### src/hdl/dq_pkg.sv
// Shared types and constants for the double-ended queue.
`default_nettype none

package dq_pkg;

    // Storage geometry.
    localparam int DEPTH    = 16;
    localparam int PTR_W    = $clog2(DEPTH);
    localparam int CNT_W    = $clog2(DEPTH + 1);
    localparam int HANDLE_W = 32;

    // Field widths of the channels.
    localparam int CMD_W    = 3;
    localparam int STATUS_W = 2;

    // Command codes.
    typedef enum logic [CMD_W-1:0] {
        CMD_PUSH_BACK  = 3'd0,
        CMD_PUSH_FRONT = 3'd1,
        CMD_POP_FRONT  = 3'd2,
        CMD_POP_BACK   = 3'd3,
        CMD_CLEAR      = 3'd4
    } cmd_t;

    // Result status codes.
    typedef enum logic [STATUS_W-1:0] {
        ST_DONE  = 2'd0,
        ST_EMPTY = 2'd1,
        ST_FULL  = 2'd2
    } status_t;

    // Controller states.
    typedef enum logic {
        S_IDLE = 1'b0,
        S_READ = 1'b1
    } state_t;

    // Controller to datapath commands.
    typedef struct packed {
        logic apply;       // execute the command on the request channel
        logic load_direct; // load the result register from the computed result
        logic load_ram;    // load the result register from the store read data
    } ctrl_cmd_t;

    // Datapath to controller status.
    typedef struct packed {
        logic need_read;   // current command pops a stored handle
    } dp_stat_t;

endpackage

`default_nettype wire

### src/hdl/dq_if.sv
// Request and response channel interfaces of the double-ended queue.
`default_nettype none

interface dq_req_if;
    logic                          valid;
    logic                          ready;
    logic [dq_pkg::CMD_W-1:0]      cmd;
    logic [dq_pkg::HANDLE_W-1:0]   push_handle;

    modport source (output valid, output cmd, output push_handle, input ready);
    modport sink   (input valid, input cmd, input push_handle, output ready);
endinterface

interface dq_rsp_if;
    logic                          valid;
    logic                          ready;
    logic [dq_pkg::HANDLE_W-1:0]   pop_handle;
    logic [dq_pkg::STATUS_W-1:0]   status;
    logic [dq_pkg::CNT_W-1:0]      entry_count;

    modport source (output valid, output pop_handle, output status, output entry_count,
                    input ready);
    modport sink   (input valid, input pop_handle, input status, input entry_count,
                    output ready);
endinterface

`default_nettype wire

### src/hdl/dq_ram.sv
// Generic single-write, single-read RAM with registered read data.
`default_nettype none

module dq_ram #(
    parameter int WIDTH = 32,
    parameter int DEPTH = 16
) (
    input  wire logic                     clk,
    input  wire logic                     we,
    input  wire logic [$clog2(DEPTH)-1:0] waddr,
    input  wire logic [WIDTH-1:0]         wdata,
    input  wire logic                     re,
    input  wire logic [$clog2(DEPTH)-1:0] raddr,
    output logic      [WIDTH-1:0]         rdata
);

    logic [WIDTH-1:0] mem_reg [DEPTH];
    logic [WIDTH-1:0] rdata_reg;

    // Write port.
    always_ff @(posedge clk)
    begin
        if (we)
        begin
            mem_reg[waddr] <= wdata;
        end
    end

    // Registered read port.
    always_ff @(posedge clk)
    begin
        if (re)
        begin
            rdata_reg <= mem_reg[raddr];
        end
    end

    assign rdata = rdata_reg;

endmodule

`default_nettype wire

### src/hdl/dq_datapath.sv
// Datapath: ring pointers, entry count, handle store and result register.
`default_nettype none

module dq_datapath (
    input  wire logic                          clk,
    input  wire logic                          rst_n,
    input  wire dq_pkg::ctrl_cmd_t             ctrl,
    output dq_pkg::dp_stat_t                   stat,
    input  wire logic [dq_pkg::CMD_W-1:0]      req_cmd,
    input  wire logic [dq_pkg::HANDLE_W-1:0]   req_handle,
    output logic      [dq_pkg::HANDLE_W-1:0]   pop_handle,
    output logic      [dq_pkg::STATUS_W-1:0]   status,
    output logic      [dq_pkg::CNT_W-1:0]      entry_count
);

    logic [dq_pkg::PTR_W-1:0]    front_reg, front_next;
    logic [dq_pkg::CNT_W-1:0]    count_reg, count_next;
    logic [dq_pkg::HANDLE_W-1:0] handle_reg, handle_next;
    dq_pkg::status_t             status_reg, status_next;
    logic [dq_pkg::CNT_W-1:0]    ecount_reg, ecount_next;

    logic                        is_empty, is_full;
    logic [dq_pkg::PTR_W-1:0]    back_pos, last_pos, front_m1, front_p1;
    dq_pkg::status_t             cmd_status;
    logic [dq_pkg::CNT_W-1:0]    cmd_count;
    logic [dq_pkg::PTR_W-1:0]    cmd_front;
    logic                        wr_en, rd_en;
    logic [dq_pkg::PTR_W-1:0]    wr_addr, rd_addr;
    logic [dq_pkg::HANDLE_W-1:0] rd_data;

    // Ring positions around the live entries.
    assign is_empty = (count_reg == '0);
    assign is_full  = (count_reg == dq_pkg::CNT_W'(dq_pkg::DEPTH));
    assign back_pos = front_reg + count_reg[dq_pkg::PTR_W-1:0];
    assign last_pos = back_pos - dq_pkg::PTR_W'(1);
    assign front_m1 = front_reg - dq_pkg::PTR_W'(1);
    assign front_p1 = front_reg + dq_pkg::PTR_W'(1);

    // Command decode: new pointers, store access and status.
    always_comb
    begin
        cmd_status       = dq_pkg::ST_DONE;
        cmd_count        = count_reg;
        cmd_front        = front_reg;
        wr_en            = 1'b0;
        wr_addr          = back_pos;
        rd_en            = 1'b0;
        rd_addr          = front_reg;
        stat.need_read   = 1'b0;
        case (dq_pkg::cmd_t'(req_cmd))
            dq_pkg::CMD_PUSH_BACK:
            begin
                if (is_full)
                begin
                    cmd_status = dq_pkg::ST_FULL;
                end
                else
                begin
                    wr_en     = 1'b1;
                    wr_addr   = back_pos;
                    cmd_count = count_reg + dq_pkg::CNT_W'(1);
                end
            end
            dq_pkg::CMD_PUSH_FRONT:
            begin
                if (is_full)
                begin
                    cmd_status = dq_pkg::ST_FULL;
                end
                else
                begin
                    wr_en     = 1'b1;
                    wr_addr   = front_m1;
                    cmd_front = front_m1;
                    cmd_count = count_reg + dq_pkg::CNT_W'(1);
                end
            end
            dq_pkg::CMD_POP_FRONT:
            begin
                if (is_empty)
                begin
                    cmd_status = dq_pkg::ST_EMPTY;
                end
                else
                begin
                    rd_en          = 1'b1;
                    rd_addr        = front_reg;
                    cmd_front      = front_p1;
                    cmd_count      = count_reg - dq_pkg::CNT_W'(1);
                    stat.need_read = 1'b1;
                end
            end
            dq_pkg::CMD_POP_BACK:
            begin
                if (is_empty)
                begin
                    cmd_status = dq_pkg::ST_EMPTY;
                end
                else
                begin
                    rd_en          = 1'b1;
                    rd_addr        = last_pos;
                    cmd_count      = count_reg - dq_pkg::CNT_W'(1);
                    stat.need_read = 1'b1;
                end
            end
            dq_pkg::CMD_CLEAR:
            begin
                cmd_count = '0;
                cmd_front = '0;
            end
            default:
            begin
                cmd_status = dq_pkg::ST_DONE;
            end
        endcase
    end

    // Pointer and count update on an applied command.
    always_comb
    begin
        front_next = front_reg;
        count_next = count_reg;
        if (ctrl.apply)
        begin
            front_next = cmd_front;
            count_next = cmd_count;
        end
    end

    always_ff @(posedge clk or negedge rst_n)
    begin
        if (!rst_n)
        begin
            front_reg <= '0;
            count_reg <= '0;
        end
        else
        begin
            front_reg <= front_next;
            count_reg <= count_next;
        end
    end

    // Handle store.
    dq_ram #(
        .WIDTH (dq_pkg::HANDLE_W),
        .DEPTH (dq_pkg::DEPTH)
    ) u_store (
        .clk   (clk),
        .we    (ctrl.apply && wr_en),
        .waddr (wr_addr),
        .wdata (req_handle),
        .re    (ctrl.apply && rd_en),
        .raddr (rd_addr),
        .rdata (rd_data)
    );

    // Result register: loaded directly or from the store read data.
    always_comb
    begin
        handle_next = handle_reg;
        status_next = status_reg;
        ecount_next = ecount_reg;
        if (ctrl.load_direct)
        begin
            handle_next = '0;
            status_next = cmd_status;
            ecount_next = cmd_count;
        end
        else if (ctrl.load_ram)
        begin
            handle_next = rd_data;
            status_next = dq_pkg::ST_DONE;
            ecount_next = count_reg;
        end
    end

    always_ff @(posedge clk)
    begin
        handle_reg <= handle_next;
        status_reg <= status_next;
        ecount_reg <= ecount_next;
    end

    assign pop_handle  = handle_reg;
    assign status      = status_reg;
    assign entry_count = ecount_reg;

    // The entry count never exceeds the capacity.
    a_count_bound: assert property (@(posedge clk) disable iff (!rst_n)
        count_reg <= dq_pkg::CNT_W'(dq_pkg::DEPTH))
        else $error("entry count above capacity");

endmodule

`default_nettype wire

### src/hdl/dq_ctrl.sv
// Controller: request acceptance, store read wait and result valid.
`default_nettype none

module dq_ctrl (
    input  wire logic             clk,
    input  wire logic             rst_n,
    input  wire logic             req_valid,
    output logic                  req_ready,
    output logic                  rsp_valid,
    input  wire logic             rsp_ready,
    input  wire dq_pkg::dp_stat_t stat,
    output dq_pkg::ctrl_cmd_t     ctrl
);

    dq_pkg::state_t state_reg, state_next;
    logic           valid_reg, valid_next;
    logic           accept;

    // A new command is taken in the idle state when the result register is free or being emptied.
    assign req_ready = (state_reg == dq_pkg::S_IDLE) && (!valid_reg || rsp_ready);
    assign accept    = req_valid && req_ready;

    // State register.
    always_ff @(posedge clk or negedge rst_n)
    begin
        if (!rst_n)
        begin
            state_reg <= dq_pkg::S_IDLE;
            valid_reg <= 1'b0;
        end
        else
        begin
            state_reg <= state_next;
            valid_reg <= valid_next;
        end
    end

    // Next state and datapath commands.
    always_comb
    begin
        state_next       = state_reg;
        ctrl.apply       = 1'b0;
        ctrl.load_direct = 1'b0;
        ctrl.load_ram    = 1'b0;
        case (state_reg)
            dq_pkg::S_IDLE:
            begin
                if (accept)
                begin
                    ctrl.apply = 1'b1;
                    if (stat.need_read)
                    begin
                        state_next = dq_pkg::S_READ;
                    end
                    else
                    begin
                        ctrl.load_direct = 1'b1;
                    end
                end
            end
            dq_pkg::S_READ:
            begin
                ctrl.load_ram = 1'b1;
                state_next    = dq_pkg::S_IDLE;
            end
            default:
            begin
                state_next = dq_pkg::S_IDLE;
            end
        endcase
    end

    // Result valid: set on a load, cleared when the transfer completes.
    always_comb
    begin
        valid_next = valid_reg;
        if (ctrl.load_direct || ctrl.load_ram)
        begin
            valid_next = 1'b1;
        end
        else if (rsp_ready)
        begin
            valid_next = 1'b0;
        end
    end

    assign rsp_valid = valid_reg;

    // A pending store read always finds the result register empty.
    a_read_free: assert property (@(posedge clk) disable iff (!rst_n)
        (state_reg == dq_pkg::S_READ) |-> !valid_reg)
        else $error("store read with result register occupied");

    // An accepted pop goes to the read wait state.
    a_pop_wait: assert property (@(posedge clk) disable iff (!rst_n)
        (accept && stat.need_read) |=> (state_reg == dq_pkg::S_READ))
        else $error("accepted pop did not wait for store data");

    // Every applied command produces a valid result.
    a_result: assert property (@(posedge clk) disable iff (!rst_n)
        ctrl.apply |-> ##2 ($past(valid_reg, 1) || valid_reg))
        else $error("applied command produced no result");

endmodule

`default_nettype wire

### src/hdl/double_ended_queue.sv
// Top level of the double-ended queue of item handles.
//
//  Channel  Role    Payload                             Transfer when
//  req      sink    cmd, push_handle                    req.valid && req.ready
//  rsp      source  pop_handle, status, entry_count     rsp.valid && rsp.ready
//
// Pushes, clears, pops on an empty queue and unknown commands load the result register directly.
// A successful pop waits in the read state: the handle store has a registered read port.
// The result register lets a new command enter in the cycle its result is taken.
// Asynchronous reset empties the queue; the handle store is not cleared.
// A stalled result holds its register and blocks further commands.
`default_nettype none

module double_ended_queue (
    input  wire logic clk,
    input  wire logic rst_n,
    dq_req_if.sink    req,
    dq_rsp_if.source  rsp
);

    dq_pkg::ctrl_cmd_t ctrl;
    dq_pkg::dp_stat_t  stat;

    // Controller.
    dq_ctrl u_ctrl (
        .clk       (clk),
        .rst_n     (rst_n),
        .req_valid (req.valid),
        .req_ready (req.ready),
        .rsp_valid (rsp.valid),
        .rsp_ready (rsp.ready),
        .stat      (stat),
        .ctrl      (ctrl)
    );

    // Datapath.
    dq_datapath u_datapath (
        .clk         (clk),
        .rst_n       (rst_n),
        .ctrl        (ctrl),
        .stat        (stat),
        .req_cmd     (req.cmd),
        .req_handle  (req.push_handle),
        .pop_handle  (rsp.pop_handle),
        .status      (rsp.status),
        .entry_count (rsp.entry_count)
    );

endmodule

`default_nettype wire
### src/flat_wrapper.sv
// flat-port wrapper written by rule: the top's interface ports become plain ports
module double_ended_queue_flat 
  (clk, rst_n, req_valid, req_cmd, req_push_handle, req_ready, rsp_valid, rsp_pop_handle, rsp_status, rsp_entry_count, rsp_ready);
  dq_req_if req_i ();
  dq_rsp_if rsp_i ();
  input  wire logic clk;
  input  wire logic rst_n;
  input wire logic [$bits(req_i.valid)-1:0] req_valid;
  input wire logic [$bits(req_i.cmd)-1:0] req_cmd;
  input wire logic [$bits(req_i.push_handle)-1:0] req_push_handle;
  output wire logic [$bits(req_i.ready)-1:0] req_ready;
  output wire logic [$bits(rsp_i.valid)-1:0] rsp_valid;
  output wire logic [$bits(rsp_i.pop_handle)-1:0] rsp_pop_handle;
  output wire logic [$bits(rsp_i.status)-1:0] rsp_status;
  output wire logic [$bits(rsp_i.entry_count)-1:0] rsp_entry_count;
  input wire logic [$bits(rsp_i.ready)-1:0] rsp_ready;
  assign req_i.valid = req_valid;
  assign req_i.cmd = req_cmd;
  assign req_i.push_handle = req_push_handle;
  assign req_ready = req_i.ready;
  assign rsp_valid = rsp_i.valid;
  assign rsp_pop_handle = rsp_i.pop_handle;
  assign rsp_status = rsp_i.status;
  assign rsp_entry_count = rsp_i.entry_count;
  assign rsp_i.ready = rsp_ready;
  double_ended_queue u_core (.clk(clk), .rst_n(rst_n), .req(req_i), .rsp(rsp_i));
endmodule
### config.mk
export PLATFORM = sky130hd
export DESIGN_NAME = double_ended_queue_flat
export DESIGN_NICKNAME = d
export VERILOG_FILES = /design/src/hdl/dq_pkg.sv /design/src/hdl/dq_if.sv /design/src/hdl/dq_ram.sv /design/src/hdl/dq_datapath.sv /design/src/hdl/dq_ctrl.sv /design/src/hdl/double_ended_queue.sv /design/src/flat_wrapper.sv
export SDC_FILE = /design/constraint.sdc
export NUM_CORES = 1
export LEC_CHECK = 0
export BUFFER_PORTS_ARGS = -buffer_cell sky130_fd_sc_hd__buf_4
export CAP_MARGIN = 10
export CORE_AREA = 2 2 285 203
export DETAILED_ROUTE_END_ITERATION = 16
export DIE_AREA = 0 0 287 205
export PLACE_DENSITY = 0.62
export SLEW_MARGIN = 15
export SYNTH_ARGS = -nofsm -noshare
export SYNTH_HDL_FRONTEND = slang
export SYNTH_SLANG_ARGS = --single-unit
### constraint.sdc
create_clock -name clk -period 12.13 [get_ports clk]
set_clock_uncertainty 0.1 [all_clocks]
set_input_delay 2.426 -clock clk [delete_from_list [all_inputs] [get_ports clk]]
set_output_delay 2.426 -clock clk [all_outputs]
set_load 0.005 [all_outputs]
==> results of run 1 <==
## synth_stat cells (all sizes together), types with 2 or more instances
cell    number
a21o         2
a21oi       14
a221o        2
a31oi        4
a32oi       62
and2         4
buf         35
clkbuf      66
dfrtp       11
dfxtp       32
edfxtp     551
ha           8
inv         12
mux2         2
mux2i      100
nand2      423
nand2b       2
nand3      168
nand4       32
nor2        59
nor2b        2
nor3         4
nor4         3
o21a         3
o21ai       56
o221ai       2
o32ai        2
or3          2
xnor2        2
xor2         6
## placed cells by master, fill, tap and decap left out, drive strengths merged, types with 3 or more instances in the layout
cell type and instances:
a31oi 4, clkinv 21, nor3 4, edfxtp 551, a21oi 14, ha 8
a32oi 62, xor2 6, nor4 3, buf 105, and2 4, bufinv 4
mux2i 100, nand3 168, nand2 423, nand4 32, o21ai 56, clkbuf 73
inv 13, dfxtp 32, nor2 59, dfrtp 11, o21a 3
## worst max-delay path, stage by stage
cell	delay, ns
buf_4	0.08
inv_1	0.03
a21oi_1	0.24
buf_4	0.16
## metrics by stage
stage | power, W | hold slack, ns | worst slack [ns] | area (sq um) | util
6_report | 0.006251 | 0.3822 | 6.674 | 26590 | 0.4741
5_1_grt | 0.006578 | 0.4053 | 6.585 | 26590 | 0.4741
4_1_cts | 0.006289 | 0.3769 | 6.668 | 26590 | 0.4741
3_5_place_dp | 0.004594 | 0.3760 | 6.259 | 24840 | 0.4428
3_3_place_gp | 0.004568 | 0.3643 | 6.330 | 24840 | 0.4428
2_1_floorplan | 0.003928 | 0.3564 | 6.359 | 23370 | -
## logic make-up (layout without fill, tap and decap cells)
group                      count (synthesis)  after routing  synth area share
and+or+nand+nor                          703            703            0.1301
adders and majority gates                  9              9          0.005140
other                                      0              1                 0
xor gates and xnor gates                   8              8          0.002998
AOI/OAI and AO/OA                        153            153           0.04904
muxes                                    102            102           0.04379
buffers and inverters                    113            218           0.02179
DFF                                      594            594            0.7471
## path summary, 6_finish.rpt
| kind | startpoint | endpoint | slack, ns | cells after the start |
|---|---|---|---|---|
| max reg2reg | u_core.u_datapath.count_reg[0] | u_core.u_datapath.u_store.mem_reg[12][23] | 7.65 | 10 |
| min | u_core.u_datapath.u_store.rdata[19] | u_core.u_datapath.pop_handle[19] | 0.38 | 2 |
| max in group asynchronous | rst_n | u_core.u_ctrl.state_reg | 10.18 | 1 |
| min in group asynchronous | rst_n | u_core.u_datapath.front_reg[0] | 1.58 | 1 |
| min reg2reg | u_core.u_datapath.u_store.rdata[19] | u_core.u_datapath.pop_handle[19] | 0.38 | 2 |
| max | rsp_ready | req_ready | 6.67 | 4 |
## area by class of cell
cell class                      count  area, sq um
Clock inverter                     28        245.2
Fill cell                        4866        29490
Multi-Input combinational cell    975         5588
Tap cell                          750        938.4
Clock buffer                       73         1505
Sequential cell                   594        17460
Antenna cell                        1        2.502
Inverter                           12        45.04
Timing Repair Buffer              105        800.8
## layer usage
metal,up-vias,global-route usage,wire length [um]
met5,-,0,12
met4,2,0.04278,926
met3,85,0.02840,3702
met2,495,0.2973,26040
met1,6952,0.2919,25980
li1,6365,-,-
## report_power, final
part           leakage (nW)  switching, W  internal [W]
clock network         0.853      0.000739      0.000955
logic                  2.88       0.00142      0.000641
registers              5.36     0.0000711       0.00243
total                  9.09       0.00223       0.00402
==> results.py, run 1 <==
metrics = {
    "run_status": {
        "status": "finished, final reports clean",
    },
    "yosys": {
        "ys_types": 49,
        "syn_avg_cell_area_sq_um": 13.89,
        "yosysTopAreaCell": "edfxtp_1",
        "synth_ff_type": "edfxtp_1",
        "ys_ff_latch": 594,
        "synthCells": 1682,
        "synth_nets": 1730,
        "synth_enable_flop_cells": 551,
        "ys_warn_count": 0,
        "synth-seq-area-share": 0.7471,
        "synth.cell_area_sq_um": 23370,
        "synth_top_area_share": 0.7080,
        "async_flop_share": 0.01852,
        "synth_area_leaders": "edfxtp_1 71%, nand2_1 6.8%, mux2i_1 4.3%",
    },
    "setup_path": {
        "cp.arrival_ns": 2.93,
        "crit_fanout": 4,
        "crit_required_ns": 9.60,
        "endpoint_kind": "primary output",
        "critical_path_class": "input pin to primary output",
        "worstSetupStartpointType": "input pin",
    },
    "timing": {
        "fmax_mhz": 183.3,
        "fin_crit_sh": 0.4498,
        "final_hold_viol_count": 0,
        "setup_tns_ns": 0,
        "tightest_slew_ns": 1.157,
        "setup-violations-final": 0,
        "maxSlewViolCount": 0,
        "relSlewSlack": 0.2290,
        "rsz0062_at_grt": "false",
        "period_needed_ns": 5.456,
    },
    "detailed_routing": {
        "drt_iter0_drc": 1551,
        "post_drt_wl_per_cell_um": 22.32,
        "drc": 0,
        "dr.pass1.iters": 5,
        "viasPerCell": 5.476,
        "dr_total_vias": 13900,
        "postRouteAntennaNets": 0,
        "postRouteWirelength_um": 56660,
    },
    "cts": {
        "root_buffer": "clkbuf_16",
        "cts_max_level": 2,
        "hold_buffers": 0,
        "clk_pin_slew_ns": 0.06,
        "clock-sinks": 594,
        "cts_max_path_buffers": 3,
        "cts_tree": "done",
        "post_cts_buffers": 0,
        "cts_resized": 0,
        "clk-insertion-delay-late_ns": 0.60,
        "cts_buffers": 55,
    },
    "grt": {
        "grt_pass1_wl_um": 85770,
        "grt_overflow": 0,
        "grt_antenna_before_repair": 2,
        "grt_max_degree": 193,
        "grt.total_usage": 0.1936,
        "grt_pass1_vias": 13560,
    },
    "placement": {
        "place_congestion": 0.7880,
        "port_buffers": 79,
        "place_inst": 2436,
        "dp_hpwl_um": 28230,
    },
    "floorplanning": {
        "fp.dieW_um": 287,
        "start_util": 0.4167,
        "io_pins": 80,
        "die-area_sq_um": 58840,
        "core_region_area_sq_um": 56080,
        "rows": 73,
        "dieHeight_um": 205,
    },
    "finish": {
        "largest_register_ffs": 512,
        "synthToLayoutAreaGrowth_pct": 13.76,
        "final_cells": 2538,
        "drive_gt1_frac": 0.1270,
        "finalNetCount": 1791,
    },
    "flow_run": {
        "maxCapViolations": 0,
    },
    "power": {
        "power_density_nw_per_um2": 235.1,
        "vdd_drop_max_mv": 0.3142,
        "cellLeakagePower_nw": 9.091,
    },
    "hold_path": {
        "hp-class": "register to register",
    },
}
No activity file was read; power rests on OpenSTA's default activity.
==> run 2: changes to the inputs <==
- PLACE_DENSITY: 0.62 -> 0.64
- clock period: 12.13 -> 5 ns (I/O delays scaled with it)
==> run 2 against run 1 <==
  * Routed wire length is 0.61% higher
  * Clock-buffer cell count is 5 higher
  * Highest routed layer is now met4
  * Via count is 1.1% higher
  * Core utilization is 0.57 points higher
  * Total power is 150% higher
  * Non-clock buffer count is 23 higher
  * Setup slack worse by 6.0 ns
  * Critical path type is now register to register
  * Register-to-register slack worse by 6.9 ns
  * Largest cell class unchanged
  * Sequential power is 140% higher
==> results.py, run 2 (same netlist as run 1, synthesis figures left out) <==
metrics = {
    "floorplanning": {
        "dieHeight_um": 205,
        "start_util": 0.4167,
        "rows": 73,
        "core_region_area_sq_um": 56080,
        "die-area_sq_um": 58840,
        "io_pins": 80,
        "fp.dieW_um": 287,
    },
    "timing": {
        "rsz0062_at_grt": "false",
        "relSlewSlack": 0.2520,
        "maxSlewViolCount": 0,
        "tightest_slew_ns": 1.120,
        "setup-violations-final": 0,
        "period_needed_ns": 4.281,
        "final_hold_viol_count": 0,
        "timing.hold.ws_ns": 0.1417,
        "fmax_mhz": 233.6,
        "setup_tns_ns": 0,
        "fin_crit_sh": 0.8563,
    },
    "grt": {
        "grt_pass1_wl_um": 85480,
        "grt.total_usage": 0.1946,
        "grt_overflow": 0,
        "grt_pass1_vias": 13480,
        "grt_max_degree": 81,
        "grt_antenna_before_repair": 2,
    },
    "cts": {
        "root_buffer": "clkbuf_16",
        "clock-sinks": 594,
        "cts_buffers": 55,
        "hold_buffers": 0,
        "cts_tree": "done",
        "cts_resized": 0,
        "clk_pin_slew_ns": 0.07,
        "post_cts_buffers": 0,
        "cts_max_path_buffers": 3,
        "clk-insertion-delay-late_ns": 0.59,
        "cts_max_level": 2,
    },
    "hold_path": {
        "hp-class": "input pin to asynchronous set/reset pin",
    },
    "finish": {
        "finish.utilization": 0.4798,
        "finalNetCount": 1814,
        "fillerInstances": 4803,
        "largest_register_ffs": 512,
        "layout.cells.most_common_list": "551 x edfxtp_1, 422 x nand2_1, 168 x nand3_1",
        "synthToLayoutAreaGrowth_pct": 15.12,
        "drive_gt1_frac": 0.1398,
        "final_common_cell": "edfxtp_1",
    },
    "setup_path": {
        "crit_required_ns": 5.17,
        "critical_path_class": "register to register",
        "crit_fanout": 14,
        "r2r_cells": 10,
        "cp.arrival_ns": 4.45,
        "worstSetupStartpointType": "register",
        "endpoint_kind": "register",
    },
    "detailed_routing": {
        "postRouteAntennaNets": 0,
        "drc": 0,
        "post_drt_wl_per_cell_um": 22.25,
        "drt_iter0_drc": 1434,
        "dr_total_vias": 14060,
        "postRouteWirelength_um": 57000,
        "viasPerCell": 5.487,
        "dr.pass1.iters": 5,
    },
    "power": {
        "netSwitchingPower_w": 0.005622,
        "power_density_nw_per_um2": 575.9,
        "p_int_w": 0.009872,
        "combPwrFrac": 0.349,
        "power_frac_seq": 0.391,
        "cellLeakagePower_nw": 9.253,
        "vdd_drop_max_mv": 0.3926,
        "total_power_w": 0.01550,
        "netSwitchingFraction": 0.3629,
        "clock_power_share": 0.260,
    },
    "placement": {
        "dp_hpwl_um": 34770,
        "port_buffers": 79,
        "place_congestion": 0.8900,
    },
    "flow_run": {
        "maxCapViolations": 0,
    },
    "run_status": {
        "status": "finished, final reports clean",
    },
}
==> run 2: changes by cell type in the layout (fill, tap and decap cells not counted), moves of 2 or more <==
cell / change
buf_12: +14
buf_4: +9
clkbuf_8: +2
clkinv_2: +4
clkinv_1: -7
clkbuf_1: +4
clkinvlp_4: -2
==> run 2: layout make-up <==
cell class / count / area, sq um / share of cell area
antenna: 2 / 5.005 / 0.0001860
clock buffer: 78 / 1523 / 0.05659
clock inverter: 23 / 195.2 / 0.007254
inverter: 12 / 45.04 / 0.001674
multi-input combinational: 975 / 5588 / 0.2077
sequential: 594 / 17460 / 0.6490
tap: 750 / 938.4 / 0.03488
timing repair buffer: 128 / 1149 / 0.04269
==> run 2: final timing paths <==
kind                                                     startpoint                                   endpoint  slack [ns]
worst max-delay path                 u_core.u_datapath.count_reg[0]  u_core.u_datapath.u_store.mem_reg[10][19]        0.72
worst min-delay path                                          rst_n             u_core.u_datapath.front_reg[3]        0.14
worst max register to register       u_core.u_datapath.count_reg[0]  u_core.u_datapath.u_store.mem_reg[10][19]        0.72
worst min register to register  u_core.u_datapath.u_store.rdata[22]           u_core.u_datapath.pop_handle[22]        0.38
max in group asynchronous                                     rst_n                    u_core.u_ctrl.state_reg        4.49
min in group clk                u_core.u_datapath.u_store.rdata[22]           u_core.u_datapath.pop_handle[22]        0.38
==> run 2: layer usage <==
metal | share of wire | vias to the layer above | track usage
li1 | - | 6409 | -
met1 | 0.46 | 7008 | 0.2903
met2 | 0.44 | 552 | 0.2942
met3 | 0.076 | 88 | 0.03497
met4 | 0.024 | 0 | 0.04948
met5 | 0 | - | 0
==> run 2: through the flow <==
step | area [sq um] | worst slack (ns) | instances
after floorplan | 23370 | 0.6554 | 1682
after global placement | 25180 | 0.8384 | 2459
after detailed placement | 25180 | 0.6553 | 2459
after CTS | 26900 | 0.7160 | 2560
after global routing | 26910 | 0.4003 | 2562
final | 26910 | 0.7186 | 2562
==> run 2: worst max-delay path: stages (launching register included) <==
cell and delay [ns]:
dfrtp_1 0.45, inv_1 0.15, ha_1 0.21, nor3b_1 0.55
a21boi_0 0.34, nand2_1 0.31, mux2i_1 0.35, xor2_1 0.28
nand2_1 0.29, nor2_4 0.60, buf_4 0.32
==> run 2: power groups by stage <==
stage	clock network (W)	logic, W	registers (W)
after floorplan	0	0.00344	0.00609
after global routing	0.00430	0.00594	0.00609
final	0.00403	0.00540	0.00606
after CTS	0.00410	0.00542	0.00606
after global placement	0	0.00533	0.00616
after detailed placement	0	0.00539	0.00616
==> run 3: changes to the inputs <==
- PLACE_DENSITY: 0.64 -> 0.62
- clock period: 5 -> 5.44 ns (I/O delays scaled with it)
==> run 3 against run 2 <==
  * Register-to-register slack improved by 0.63 ns
  * Clock power is 2% lower
  * Clock-buffer cell count decreased by 3
  * Critical path type unchanged
  * Critical endpoint is now u_core.u_datapath.u_store.mem_reg[10][23]
  * Largest cell class unchanged
==> results.py, run 3 (same netlist as run 1, synthesis figures left out) <==
metrics = {
    "run_status": {
        "status": "finished, final reports clean",
    },
    "grt": {
        "grt_max_degree": 77,
        "grt.total_usage": 0.1856,
        "grt_pass1_wl_um": 82950,
        "grt_pass1_vias": 13550,
        "grt_antenna_before_repair": 0,
        "grt_overflow": 0,
    },
    "timing": {
        "fin_crit_sh": 0.7524,
        "maxSlewViolCount": 0,
        "final_hold_viol_count": 0,
        "setup-violations-final": 0,
        "relSlewSlack": 0.2203,
        "tightest_slew_ns": 1.170,
        "setup_tns_ns": 0,
        "timing.hold.ws_ns": 0.2164,
        "fmax_mhz": 244.3,
        "rsz0062_at_grt": "false",
        "period_needed_ns": 4.093,
    },
    "placement": {
        "place_congestion": 0.8028,
        "dp_hpwl_um": 29210,
        "place_inst": 2447,
        "port_buffers": 79,
    },
    "floorplanning": {
        "fp.dieW_um": 287,
        "core_region_area_sq_um": 56080,
        "die-area_sq_um": 58840,
        "dieHeight_um": 205,
        "start_util": 0.4167,
        "rows": 73,
        "io_pins": 80,
    },
    "setup_path": {
        "crit_fanout": 19,
        "cp.arrival_ns": 4.26,
        "r2r_cells": 10,
        "worstSetupStartpointType": "register",
        "reg2reg_slack_ns": 1.35,
        "endpoint_kind": "register",
        "crit_required_ns": 5.61,
        "critical_path_class": "register to register",
    },
    "finish": {
        "multi_input_area_sq_um": 5588,
        "seq_area_sq_um": 17460,
        "largest_register_ffs": 512,
        "finish.utilization": 0.4794,
        "final_cells": 2550,
        "layout.cells.most_common_list": "551 x edfxtp_1, 422 x nand2_1, 168 x nand3_1",
        "fillerInstances": 4812,
        "num_antenna_cells": 0,
        "final_common_cell": "edfxtp_1",
        "synthToLayoutAreaGrowth_pct": 15.04,
        "finalNetCount": 1802,
        "drive_gt1_frac": 0.1378,
    },
    "detailed_routing": {
        "dr_total_vias": 13810,
        "post_drt_wl_per_cell_um": 21.12,
        "postRouteAntennaNets": 0,
        "drt_iter0_drc": 1293,
        "dr.pass1.iters": 5,
        "drc": 0,
        "postRouteWirelength_um": 53850,
        "viasPerCell": 5.417,
    },
    "cts": {
        "hold_buffers": 0,
        "cts_buffers": 55,
        "root_buffer": "clkbuf_16",
        "clk-insertion-delay-late_ns": 0.61,
        "cts_max_level": 2,
        "clock-sinks": 594,
        "post_cts_buffers": 0,
        "cts_max_path_buffers": 3,
        "clk_pin_slew_ns": 0.06,
        "cts_tree": "done",
        "cts_resized": 0,
    },
    "power": {
        "power_density_nw_per_um2": 526.8,
        "vdd_drop_max_mv": 0.3402,
        "cellLeakagePower_nw": 9.234,
        "total_power_w": 0.01416,
    },
    "hold_path": {
        "hp-class": "input pin to asynchronous set/reset pin",
    },
    "flow_run": {
        "maxCapViolations": 0,
    },
}
-- run 3: changes by cell type in the layout (fill, tap and decap cells not counted), moves of 2 or more --
cell        change
clkinv_2        -2
clkbuf_1        -3
diode_2         -2
buf_12          -6
clkinvlp_4      +3
clkinv_1        -2
bufinv_16       +4
buf_4           -6
-- run 3: critical path, cell delays in order (launching register included) --
cell and delay (ns):
dfrtp_1 0.45, inv_1 0.15, ha_1 0.21, nor3b_1 0.57, a21boi_0 0.33, nand2_1 0.27, mux2i_1 0.32, xor2_1 0.23
nand2_1 0.26, nor2_4 0.48, buf_4 0.38
-- run 3: power breakdown --
group | internal, W | switching (W)
clock | 0.00230 | 0.00166
sequential | 0.00541 | 0.000156
combinational | 0.00150 | 0.00314
total | 0.00921 | 0.00495
-- run 3: worst paths after layout --
| check | to | start |
|---|---|---|
| worst max-delay path | u_core.u_datapath.u_store.mem_reg[10][23] | u_core.u_datapath.count_reg[0] |
| max in group asynchronous | u_core.u_ctrl.state_reg | rst_n |
| worst min-delay path | u_core.u_datapath.count_reg[4] | rst_n |
| worst max register to register | u_core.u_datapath.u_store.mem_reg[10][23] | u_core.u_datapath.count_reg[0] |
| worst min register to register | u_core.u_datapath.pop_handle[7] | u_core.u_datapath.u_store.rdata[7] |
| min in group clk | u_core.u_datapath.pop_handle[7] | u_core.u_datapath.u_store.rdata[7] |
-- run 3: metrics by stage --
step,setup slack (ns),instance area (sq um)
4_1_cts,1.352,26890
2_1_floorplan,1.007,23370
5_1_grt,0.9372,26890
3_3_place_gp,1.183,25020
3_5_place_dp,1.170,25020
6_report,1.347,26890
-- run 3: area by class of cell --
| class | instances | share of cell area |
|---|---|---|
| clock inverters | 28 | 0.01284 |
| inverters | 12 | 0.001675 |
| well taps | 750 | 0.03490 |
| multi-input cells | 975 | 0.2078 |
| flip-flops and latches | 594 | 0.6495 |
| repair buffers | 116 | 0.03658 |
| clock buffers | 75 | 0.05664 |
-- run 3: layer usage --
layer,share of wire,track usage,vias up
li1,-,-,6385
met1,0.46,0.2692,6932
met2,0.46,0.2880,426
met3,0.061,0.03229,71
met4,0.020,0.05246,0
met5,0,0,-
